$ cat config.mk
export PLATFORM = sky130hd
export DESIGN_NAME = line_sensor_position_estimator_top
export DESIGN_NICKNAME = d
export VERILOG_FILES = /design/src/rtl/lspe_pkg.sv /design/src/rtl/line_sensor_position_estimator_top.sv /design/src/rtl/lspe_lane.sv /design/src/rtl/lspe_merge.sv /design/src/rtl/lspe_div.sv
export SDC_FILE = /design/constraint.sdc
export NUM_CORES = 1
export LEC_CHECK = 0
export BUFFER_PORTS_ARGS = -buffer_cell sky130_fd_sc_hd__buf_2
export CORE_UTILIZATION = 55
export CTS_CLUSTER_DIAMETER = 80
export CTS_CLUSTER_SIZE = 28
export DETAILED_ROUTE_END_ITERATION = 12
export PLACE_DENSITY = 0.77
export SYNTH_ARGS = -nofsm -noshare
export SYNTH_HDL_FRONTEND = slang
export SYNTH_SLANG_ARGS = --single-unit
$ cat constraint.sdc
create_clock -name clk -period 9.7 [get_ports clk]
set_input_delay 0.485 -clock clk [delete_from_list [all_inputs] [get_ports clk]]
set_output_delay 0.485 -clock clk [all_outputs]
set_load 0.05 [all_outputs]
$ cat src/rtl/lspe_pkg.sv
// ----------------------------------------------------------------------------
// lspe_pkg
// Shared types and constants for the line sensor position estimator.
// ----------------------------------------------------------------------------
package lspe_pkg;

    localparam int POS_W   = 16;   // signed Q1.14 position
    localparam int QUO_W   = 15;   // quotient magnitude, at most 1.0 in Q1.14
    localparam int PIN_W   = 8;    // physical sensor pins
    localparam int CONF_W  = 2;
    localparam int STAMP_W = 32;

    localparam logic signed [POS_W-1:0] ONE_Q14     = 16'sd16384;
    localparam logic signed [POS_W-1:0] NEG_ONE_Q14 = -16'sd16384;

    localparam logic [CONF_W-1:0] CONF_NONE  = 2'd0;
    localparam logic [CONF_W-1:0] CONF_ONE   = 2'd1;
    localparam logic [CONF_W-1:0] CONF_MULTI = 2'd2;

    localparam logic [1:0] REG_REVERSE  = 2'd0;
    localparam logic [1:0] REG_POLARITY = 2'd1;
    localparam logic [1:0] REG_ASSIGNED = 2'd2;

    typedef enum logic [1:0] {
        DIR_NONE = 2'd0,
        DIR_POS  = 2'd1,
        DIR_NEG  = 2'd2
    } lspe_dir_t;

    typedef enum logic [2:0] {
        S_IDLE,
        S_MERGE,
        S_START,
        S_DIV,
        S_FIN
    } lspe_state_t;

    typedef struct packed {
        logic             reverse_order;
        logic             line_polarity;
        logic [PIN_W-1:0] assigned_mask;
    } lspe_cfg_t;

endpackage

$ cat src/rtl/line_sensor_position_estimator_top.sv
// ----------------------------------------------------------------------------
// line_sensor_position_estimator_top
// Weighted centroid of the active line sensor channels, Q1.14 output.
// ----------------------------------------------------------------------------
// Usage:
//   Input beat (in_valid / in_stall): pin_levels and sample_time of one poll.
//   Output beat (out_valid / out_stall): position, valid_res, confidence_code,
//   active_mask, level_mask and stamp_out for that poll, one beat per input.
//   Config (cfg_valid / cfg_ready, cfg_index, cfg_data): index 0 reverse_order,
//   1 line_polarity, 2 assigned_mask; cfg_ready is always high. Write only
//   while no beat is in flight.
// Timing: one poll at a time. The lanes capture at the input beat; the result
//   then passes the merge register, the divider start, 15 radix-2 steps of
//   one quotient bit each, the hand-off to the finish state and the output
//   register load. A new poll is not taken before the last one is through:
//   in_stall is low only in idle, which is entered once the result sits in
//   the output register.
// Stall: a stalled output beat holds; a finished result waits in the divider
//   until the output register frees up.
// Reset: registers return to reverse_order 0, line_polarity 1,
//   assigned_mask 63, no direction seen, previous position zero.
// ----------------------------------------------------------------------------
module line_sensor_position_estimator_top #(
    parameter int CHANNELS = 8
) (
    input  logic                         clk,
    input  logic                         rst_n,
    input  logic                         in_valid,
    output logic                         in_stall,
    input  logic [lspe_pkg::PIN_W-1:0]   pin_levels,
    input  logic [lspe_pkg::STAMP_W-1:0] sample_time,
    output logic                         out_valid,
    input  logic                         out_stall,
    output logic signed [lspe_pkg::POS_W-1:0] position,
    output logic                         valid_res,
    output logic [lspe_pkg::CONF_W-1:0]  confidence_code,
    output logic [lspe_pkg::PIN_W-1:0]   active_mask,
    output logic [lspe_pkg::PIN_W-1:0]   level_mask,
    output logic [lspe_pkg::STAMP_W-1:0] stamp_out,
    input  logic                         cfg_valid,
    output logic                         cfg_ready,
    input  logic [1:0]                   cfg_index,
    input  logic [lspe_pkg::PIN_W-1:0]   cfg_data
);
    import lspe_pkg::*;

    localparam int CNT_W = $clog2(CHANNELS + 1);
    localparam int MAG_W = $clog2(CHANNELS * CHANNELS / 4 + 1);
    localparam int DEN_W = $clog2((CHANNELS - 1) * CHANNELS + 1);
    localparam int NUM_W = MAG_W + QUO_W + 1;
    localparam int DVS_W = DEN_W + 1;

    // ---------------- configuration ----------------
    lspe_cfg_t cfg_reg;
    lspe_cfg_t cfg_next;

    assign cfg_ready = 1'b1;

    always_comb
    begin
        cfg_next = cfg_reg;
        if (cfg_valid && cfg_ready)
        begin
            unique case (cfg_index)
                REG_REVERSE:  cfg_next.reverse_order = cfg_data[0];
                REG_POLARITY: cfg_next.line_polarity = cfg_data[0];
                REG_ASSIGNED: cfg_next.assigned_mask = cfg_data;
                default:      cfg_next = cfg_reg;
            endcase
        end
    end

    always_ff @(posedge clk or negedge rst_n)
    begin
        if (!rst_n)
        begin
            cfg_reg.reverse_order <= 1'b0;
            cfg_reg.line_polarity <= 1'b1;
            cfg_reg.assigned_mask <= 8'd63;
        end
        else
        begin
            cfg_reg <= cfg_next;
        end
    end

    // ---------------- control ----------------
    lspe_state_t state_reg;
    lspe_state_t state_next;
    logic        in_beat;
    logic        merge_load;
    logic        div_start;
    logic        div_done;
    logic        out_load;
    logic        out_free;
    logic        out_valid_reg;
    logic        out_valid_next;

    assign in_beat  = in_valid && !in_stall;
    assign out_free = !out_valid_reg || !out_stall;

    always_comb
    begin
        state_next = state_reg;
        in_stall   = 1'b1;
        merge_load = 1'b0;
        div_start  = 1'b0;
        out_load   = 1'b0;
        unique case (state_reg)
            S_IDLE:
            begin
                in_stall = 1'b0;
                if (in_valid)
                begin
                    state_next = S_MERGE;
                end
            end
            S_MERGE:
            begin
                merge_load = 1'b1;
                state_next = S_START;
            end
            S_START:
            begin
                div_start  = 1'b1;
                state_next = S_DIV;
            end
            S_DIV:
            begin
                if (div_done)
                begin
                    state_next = S_FIN;
                end
            end
            S_FIN:
            begin
                if (out_free)
                begin
                    out_load   = 1'b1;
                    state_next = S_IDLE;
                end
            end
            default:
            begin
                state_next = S_IDLE;
            end
        endcase
    end

    always_ff @(posedge clk or negedge rst_n)
    begin
        if (!rst_n)
        begin
            state_reg <= S_IDLE;
        end
        else
        begin
            state_reg <= state_next;
        end
    end

    // ---------------- lanes ----------------
    logic [CHANNELS-1:0] level_vec;
    logic [CHANNELS-1:0] act_vec;
    logic [STAMP_W-1:0]  stamp_hold_reg;

    always_ff @(posedge clk)
    begin
        if (in_beat)
        begin
            stamp_hold_reg <= sample_time;
        end
    end

    for (genvar i = 0; i < CHANNELS; i++)
    begin : g_lane
        localparam int PF = i;
        localparam int PR = CHANNELS - 1 - i;
        logic pin_fwd;
        logic pin_rev;
        logic asg_fwd;
        logic asg_rev;

        // pins beyond the physical eight read as unassigned
        if (PF < PIN_W)
        begin : g_fwd
            assign pin_fwd = pin_levels[PF];
            assign asg_fwd = cfg_reg.assigned_mask[PF];
        end
        else
        begin : g_fwd_none
            assign pin_fwd = 1'b0;
            assign asg_fwd = 1'b0;
        end

        if (PR < PIN_W)
        begin : g_rev
            assign pin_rev = pin_levels[PR];
            assign asg_rev = cfg_reg.assigned_mask[PR];
        end
        else
        begin : g_rev_none
            assign pin_rev = 1'b0;
            assign asg_rev = 1'b0;
        end

        lspe_lane u_lane (
            .clk     (clk),
            .load    (in_beat),
            .cfg     (cfg_reg),
            .pin_fwd (pin_fwd),
            .pin_rev (pin_rev),
            .asg_fwd (asg_fwd),
            .asg_rev (asg_rev),
            .level   (level_vec[i]),
            .active  (act_vec[i])
        );
    end

    // drop channels above the eighth from the masks
    logic [PIN_W-1:0] act8;
    logic [PIN_W-1:0] lev8;

    for (genvar k = 0; k < PIN_W; k++)
    begin : g_mask
        if (k < CHANNELS)
        begin : g_on
            assign act8[k] = act_vec[k];
            assign lev8[k] = level_vec[k];
        end
        else
        begin : g_off
            assign act8[k] = 1'b0;
            assign lev8[k] = 1'b0;
        end
    end

    // ---------------- merge ----------------
    logic [CNT_W-1:0] cnt;
    logic             neg;
    logic [MAG_W-1:0] mag;
    logic [DEN_W-1:0] den;

    lspe_merge #(
        .CHANNELS (CHANNELS),
        .CNT_W    (CNT_W),
        .MAG_W    (MAG_W),
        .DEN_W    (DEN_W)
    ) u_merge (
        .clk  (clk),
        .load (merge_load),
        .act  (act_vec),
        .cnt  (cnt),
        .neg  (neg),
        .mag  (mag),
        .den  (den)
    );

    // ---------------- divide ----------------
    // round to nearest: q = floor((2*|wsum|*2^14 + den) / (2*den))
    logic [NUM_W-1:0] div_num;
    logic [DVS_W-1:0] div_dvs;
    logic [QUO_W-1:0] div_quo;

    assign div_num = {1'b0, mag, {QUO_W{1'b0}}} + NUM_W'(den);
    assign div_dvs = {den, 1'b0};

    lspe_div #(
        .NUM_W (NUM_W),
        .DVS_W (DVS_W),
        .QUO_W (QUO_W)
    ) u_div (
        .clk   (clk),
        .rst_n (rst_n),
        .start (div_start),
        .num   (div_num),
        .dvs   (div_dvs),
        .done  (div_done),
        .quo   (div_quo)
    );

    // ---------------- finish and output ----------------
    lspe_dir_t               last_dir_reg;
    lspe_dir_t               last_dir_next;
    logic signed [POS_W-1:0] prev_pos_reg;
    logic signed [POS_W-1:0] prev_pos_next;
    logic signed [POS_W-1:0] q_ext;
    logic signed [POS_W-1:0] pos_fin;
    logic                    valid_fin;
    logic [CONF_W-1:0]       conf_fin;

    logic signed [POS_W-1:0] position_reg;
    logic                    valid_res_reg;
    logic [CONF_W-1:0]       conf_reg;
    logic [PIN_W-1:0]        act_out_reg;
    logic [PIN_W-1:0]        lev_out_reg;
    logic [STAMP_W-1:0]      stamp_out_reg;

    always_comb
    begin
        q_ext         = {1'b0, div_quo};
        pos_fin       = neg ? -q_ext : q_ext;
        valid_fin     = 1'b0;
        conf_fin      = CONF_NONE;
        last_dir_next = last_dir_reg;
        if (cnt != '0)
        begin
            // junction: all channels on, keep the position but mark it unusable
            if (cnt != CNT_W'(CHANNELS))
            begin
                valid_fin = 1'b1;
                conf_fin  = (cnt == CNT_W'(1)) ? CONF_ONE : CONF_MULTI;
                if (pos_fin != '0)
                begin
                    last_dir_next = pos_fin[POS_W-1] ? DIR_NEG : DIR_POS;
                end
            end
        end
        else
        begin
            unique case (last_dir_reg)
                DIR_POS: pos_fin = ONE_Q14;
                DIR_NEG: pos_fin = NEG_ONE_Q14;
                default: pos_fin = prev_pos_reg;
            endcase
        end
        prev_pos_next = out_load ? pos_fin : prev_pos_reg;
        if (!out_load)
        begin
            last_dir_next = last_dir_reg;
        end
    end

    always_comb
    begin
        out_valid_next = out_valid_reg;
        if (out_load)
        begin
            out_valid_next = 1'b1;
        end
        else if (out_valid_reg && !out_stall)
        begin
            out_valid_next = 1'b0;
        end
    end

    always_ff @(posedge clk or negedge rst_n)
    begin
        if (!rst_n)
        begin
            out_valid_reg <= 1'b0;
            last_dir_reg  <= DIR_NONE;
            prev_pos_reg  <= '0;
        end
        else
        begin
            out_valid_reg <= out_valid_next;
            last_dir_reg  <= last_dir_next;
            prev_pos_reg  <= prev_pos_next;
        end
    end

    always_ff @(posedge clk)
    begin
        if (out_load)
        begin
            position_reg  <= pos_fin;
            valid_res_reg <= valid_fin;
            conf_reg      <= conf_fin;
            act_out_reg   <= act8;
            lev_out_reg   <= lev8;
            stamp_out_reg <= stamp_hold_reg;
        end
    end

    assign out_valid       = out_valid_reg;
    assign position        = position_reg;
    assign valid_res       = valid_res_reg;
    assign confidence_code = conf_reg;
    assign active_mask     = act_out_reg;
    assign level_mask      = lev_out_reg;
    assign stamp_out       = stamp_out_reg;

    // ---------------- assertions ----------------
    a_valid_conf: assert property (@(posedge clk) disable iff (!rst_n)
        out_valid && valid_res |-> confidence_code != CONF_NONE)
        else $error("usable position reported with zero confidence");

    a_invalid_conf: assert property (@(posedge clk) disable iff (!rst_n)
        out_valid && !valid_res |-> confidence_code == CONF_NONE)
        else $error("unusable position reported with nonzero confidence");

    a_pos_range: assert property (@(posedge clk) disable iff (!rst_n)
        out_valid |-> position >= NEG_ONE_Q14 && position <= ONE_Q14)
        else $error("position outside +/-1.0");

    a_div_state: assert property (@(posedge clk) disable iff (!rst_n)
        div_done |-> state_reg == S_DIV)
        else $error("divider finished outside the divide state");

endmodule

$ cat src/rtl/lspe_lane.sv
// ----------------------------------------------------------------------------
// lspe_lane
// One sensor channel: pin reorder, assignment mask and polarity detect.
// ----------------------------------------------------------------------------
module lspe_lane (
    input  logic              clk,
    input  logic              load,
    input  lspe_pkg::lspe_cfg_t cfg,
    input  logic              pin_fwd,
    input  logic              pin_rev,
    input  logic              asg_fwd,
    input  logic              asg_rev,
    output logic              level,
    output logic              active
);
    import lspe_pkg::*;

    logic pin_sel;
    logic asg_sel;
    logic level_reg;
    logic level_next;
    logic active_reg;
    logic active_next;

    always_comb
    begin
        pin_sel     = cfg.reverse_order ? pin_rev : pin_fwd;
        asg_sel     = cfg.reverse_order ? asg_rev : asg_fwd;
        level_next  = asg_sel & pin_sel;
        active_next = asg_sel & (pin_sel == cfg.line_polarity);
    end

    always_ff @(posedge clk)
    begin
        if (load)
        begin
            level_reg  <= level_next;
            active_reg <= active_next;
        end
    end

    assign level  = level_reg;
    assign active = active_reg;

endmodule

$ cat src/rtl/lspe_merge.sv
// ----------------------------------------------------------------------------
// lspe_merge
// Combine lane results: active count, weight sum magnitude and sign, divisor.
// ----------------------------------------------------------------------------
module lspe_merge #(
    parameter int CHANNELS = 8,
    parameter int CNT_W    = 4,
    parameter int MAG_W    = 5,
    parameter int DEN_W    = 6
) (
    input  logic                clk,
    input  logic                load,
    input  logic [CHANNELS-1:0] act,
    output logic [CNT_W-1:0]    cnt,
    output logic                neg,
    output logic [MAG_W-1:0]    mag,
    output logic [DEN_W-1:0]    den
);
    import lspe_pkg::*;

    localparam int SUM_W = MAG_W + 1;

    logic [CNT_W-1:0]        cnt_reg;
    logic [CNT_W-1:0]        cnt_next;
    logic                    neg_reg;
    logic                    neg_next;
    logic [MAG_W-1:0]        mag_reg;
    logic [MAG_W-1:0]        mag_next;
    logic [DEN_W-1:0]        den_reg;
    logic [DEN_W-1:0]        den_next;
    logic signed [SUM_W-1:0] sum;
    logic signed [SUM_W-1:0] sum_abs;

    // lane i weighs (CHANNELS-1-2i), scaled by 1/(CHANNELS-1) in the divider
    always_comb
    begin
        cnt_next = '0;
        sum      = '0;
        for (int i = 0; i < CHANNELS; i++)
        begin
            if (act[i])
            begin
                cnt_next = cnt_next + CNT_W'(1);
                sum      = sum + SUM_W'(CHANNELS - 1 - 2 * i);
            end
        end
        neg_next = sum[SUM_W-1];
        sum_abs  = neg_next ? -sum : sum;
        mag_next = sum_abs[MAG_W-1:0];
        den_next = DEN_W'(CHANNELS - 1) * DEN_W'(cnt_next);
    end

    always_ff @(posedge clk)
    begin
        if (load)
        begin
            cnt_reg <= cnt_next;
            neg_reg <= neg_next;
            mag_reg <= mag_next;
            den_reg <= den_next;
        end
    end

    assign cnt = cnt_reg;
    assign neg = neg_reg;
    assign mag = mag_reg;
    assign den = den_reg;

endmodule

$ cat src/rtl/lspe_div.sv
// ----------------------------------------------------------------------------
// lspe_div
// Radix-2 restoring divider, one quotient bit per cycle, MSB first.
// ----------------------------------------------------------------------------
module lspe_div #(
    parameter int NUM_W = 24,
    parameter int DVS_W = 9,
    parameter int QUO_W = 15
) (
    input  logic             clk,
    input  logic             rst_n,
    input  logic             start,
    input  logic [NUM_W-1:0] num,
    input  logic [DVS_W-1:0] dvs,
    output logic             done,
    output logic [QUO_W-1:0] quo
);
    import lspe_pkg::*;

    localparam int REM_W = NUM_W + DVS_W + QUO_W;
    localparam int CNT_W = $clog2(QUO_W);

    logic             busy_reg;
    logic             busy_next;
    logic             done_reg;
    logic             done_next;
    logic [CNT_W-1:0] cnt_reg;
    logic [CNT_W-1:0] cnt_next;
    logic [REM_W-1:0] rem_reg;
    logic [REM_W-1:0] rem_next;
    logic [REM_W-1:0] dsh_reg;
    logic [REM_W-1:0] dsh_next;
    logic [QUO_W-1:0] quo_reg;
    logic [QUO_W-1:0] quo_next;
    logic             ge;

    always_comb
    begin
        busy_next = busy_reg;
        done_next = 1'b0;
        cnt_next  = cnt_reg;
        rem_next  = rem_reg;
        dsh_next  = dsh_reg;
        quo_next  = quo_reg;
        ge        = (rem_reg >= dsh_reg);
        if (start)
        begin
            busy_next = 1'b1;
            cnt_next  = CNT_W'(QUO_W - 1);
            rem_next  = REM_W'(num);
            // the quotient fits QUO_W bits, so start with the divisor at the top bit
            dsh_next  = REM_W'(dvs) << (QUO_W - 1);
            quo_next  = '0;
        end
        else if (busy_reg)
        begin
            if (ge)
            begin
                rem_next = rem_reg - dsh_reg;
            end
            quo_next = {quo_reg[QUO_W-2:0], ge};
            dsh_next = dsh_reg >> 1;
            if (cnt_reg == '0)
            begin
                busy_next = 1'b0;
                done_next = 1'b1;
            end
            else
            begin
                cnt_next = cnt_reg - CNT_W'(1);
            end
        end
    end

    always_ff @(posedge clk or negedge rst_n)
    begin
        if (!rst_n)
        begin
            busy_reg <= 1'b0;
            done_reg <= 1'b0;
            cnt_reg  <= '0;
        end
        else
        begin
            busy_reg <= busy_next;
            done_reg <= done_next;
            cnt_reg  <= cnt_next;
        end
    end

    always_ff @(posedge clk)
    begin
        rem_reg <= rem_next;
        dsh_reg <= dsh_next;
        quo_reg <= quo_next;
    end

    assign done = done_reg;
    assign quo  = quo_reg;

endmodule

==> key figures <==
Status
  – Status: completed

Cells and area
  – Register area: roughly 6700 um^2
  – Area occupied by multi-input gates: between 5000 and 6000 um^2
  – Nets: ~1,300
  – Post-route cell area: about 14,000 um^2
  – Most frequent cells in the layout: edfxtp_1, buf_2, nand2_1
  – Filler cells: ~1,800
  – Layout area overhead: 10.40%
  – Non-Filler Instances: ~1,500
  – Max reg flops: 43
  – Most common cell after layout, fill and taps aside: edfxtp_1
  – Layout cells sized above 1: about 18%

Die
  – Die width: ~150 um
  – DIE AREA: 22,970 um^2
  – Height of the die: 151.6 um
  – Core ar.: 21,890 um^2
  – I/O pin count: between 100 and 150
  – # rows: 54
  – Initial Util: between 50 and 60%

Synth
  – Avg Cell Area, Syn: around 11 um^2
  – Syn Inst Count: roughly 1,100
  – Xor and xnor fraction of the mapped netlist area: about 6%
  – EDFF count, synth: ~160
  – Synth Area in Simple Gates: 13.68%
  – Sequential fraction of the synthesis area: between 50% and 60%
  – Synth Net Count: ~1,200
  – Async SR Flop Fraction: between 15 and 20%
  – Synthesis Warnings: 0
  – Synth Area in Compound Gates: ~11%
  – Main synth FF type: edfxtp_1
  – Largest family of logic cells by synthesized area: simple AND/OR/NAND/NOR gates
  – Flops & latches, synth: 246
  – Mapped Area: 12,300 um^2
  – Area share of the largest cell type after synthesis: a little under two fifths
  – Post-synthesis adder-cell area fraction: around 5.7%
  – Synth area leader: edfxtp_1
  – Top cells by area, synth: edfxtp_1, dfxtp_1, dfrtp_1
  – Mux contribution to synthesized area: 5.603%
  – Unique cell type count in the Yosys netlist: ~80

STA
  – Slew Viols, Final: 0
  – Crit path time final: ~5500 ps
  – RSZ-0062 raised after global routing: false
  – Hold Fails Final Rpt: 0
  – Final Cycle Share: between 50% and 60%
  – Tightest Pin Transition: roughly 1100 ps
  – Fin Setup TNS: 0 ps
  – Fmax: 181.8 MHz
  – Setup violators final: 0
  – Final Skew: about 34 ps
  – Slew margin rel.: between 20% and 30%

Route
  – Drt pass-1 iters: 4
  – Final ANT Viol Nets: 0
  – Drt initial violations: 547
  – Drc violations: 0
  – Vias: between 8,000 and 9,000
  – Drt total wl: around 23 mm
  – Vias/cell: between 5 and 6
  – Wire per inst: between 15 and 20 um

Flow run
  – Max_cap viols: 0

Clock tree
  – Hold buffer count at CTS: 0
  – Skew-Pair Late Insertion Delay: between 400 and 500 ps
  – H-tree depth: 1
  – CTS root buf: clkbuf_16
  – Clk slew on worst S/H paths: 110 ps
  – CTS sink count: between 200 and 250
  – CTS buffer count: 14
  – CTS tree: done
  – Post-CTS Resized: 0
  – Longest Clk Path Bufs: 3
  – Setup Fix Bufs, Post-CTS: 0

Global routing
  – Initial antenna violation count: 1
  – Vias in the first global route: 7,783
  – GR Overflow Total: 0
  – GRT Total Usage: about 20%
  – First-pass GRT wire length: approximately 37 mm
  – Largest net degree at the start of global routing: 83

Hold path
  – Hold/Removal Path Class: in2async

Power
  – Peak supply drop: 0.1545 mV
  – Pwr dens: between 200 and 300 nW/um^2
  – Lkg Pwr: 5.433 nW

Place
  – IO buf count: ~120
  – Cells after DPL: between 1,000 and 1,500
  – Area after DPL: 13,110 um^2
  – Detail Placement HPWL: 16.14 mm
  – Gpl congestion: roughly 0.83

Setup path
  – CP Capture Type: flip-flop
  – Arr. time, crit path: between 5000 and 6000 ps
  – WP data required: around 10000 ps
  – CP startpoint kind: flip-flop
  – Max FO, Critical Path: 12
  – CP Class: reg2reg
cells by family (layout without fill, tap and decap cells):
| logic type | Yosys count | in the layout |
|---|---|---|
| compound gates | 211 | 211 |
| buf+inv | 116 | 216 |
| xor+xnor | 76 | 76 |
| fa+ha+maj | 53 | 53 |
| mux | 65 | 65 |
| flops | 246 | 246 |
| other cells | 1 | 2 |
| simple gates | 335 | 335 |
cells in the mapped netlist, types with 12 or more instances:
library cell / number
nand2b_1: 14
or3_1: 16
clkbuf_1: 37
nor2_1: 79
xnor2_1: 43
a21oi_1: 55
or4_1: 12
xor2_1: 28
ha_1: 46
edfxtp_1: 156
o21ai_0: 64
mux2_2: 28
dfxtp_1: 52
o31ai_1: 21
nand2_1: 87
dfrtp_1: 31
nand3_1: 42
mux2i_1: 36
a21o_1: 14
nor3_1: 15
inv_1: 62
cell type report:
class,count,area share [%]
sequential,246,49.22
clock buffer,19,2.957
tap,280,2.579
multi-input combinational,741,38.13
timing repair buffer,127,4.753
inverter,65,1.805
clock inverter,5,0.5342
antenna,1,0.01842
worst paths after layout:
kind | start | slack [ps] | cells after the start | end
setup / recovery | g_lane[0].u_lane.active | 4200 | 24 | u_merge.den[4]
min in group clk | sample_time[22] | 160 | 1 | stamp_hold_reg[22]
hold / removal | rst_n | 110 | 1 | cfg_reg[9]
setup reg to reg | g_lane[0].u_lane.active | 4200 | 24 | u_merge.den[4]
hold reg to reg | stamp_hold_reg[16] | 420 | 0 | stamp_out[16]
max in group asynchronous | rst_n | 8970 | 1 | u_div.busy_reg
routing by layer:
metal	wire, um	vias up	GRT usage (%)
met1	10100	3974	25.52
met3	949	31	3.772
met5	0	-	0
met2	11420	130	35.59
li1	-	4149	-
met4	463	0	4.851
worst max-delay path: stages, from the launching register on:
cell and delay [ps]:
edfxtp_1 470, inv_1 130, ha_1 470, xnor2_4 410, inv_2 190, ha_1 350, xnor2_1 140, a21oi_1 150
nor2_1 60, o22ai_1 250, inv_1 70, ha_1 290, nand2_1 60, o21ai_0 140, ha_1 240, nand2_1 70
xor2_1 180, xnor2_1 150, inv_1 150, fa_1 470, inv_1 70, ha_1 170, inv_1 60, fa_1 380
xor2_1 170
per-stage QoR:
stage	utilization, %	hold slack [ps]	worst slack [ps]	power, mW
global route	62.05	139.9	3745	3.871
detailed placement	59.88	404.5	4184	2.961
global placement	59.88	400.2	4411	2.907
CTS	62.04	134.9	4202	3.620
finish	62.05	112.8	4199	3.596
floorplan	-	189.4	4637	2.659
report_power, final:
| part | switching, mW | internal [mW] | leakage (nW) |
|---|---|---|---|
| sequential | 0.178 | 1.39 | 2.34 |
| clock | 0.346 | 0.308 | 0.231 |
| combinational | 0.793 | 0.578 | 2.86 |
Note: power is estimated with default switching activity, not from simulation.
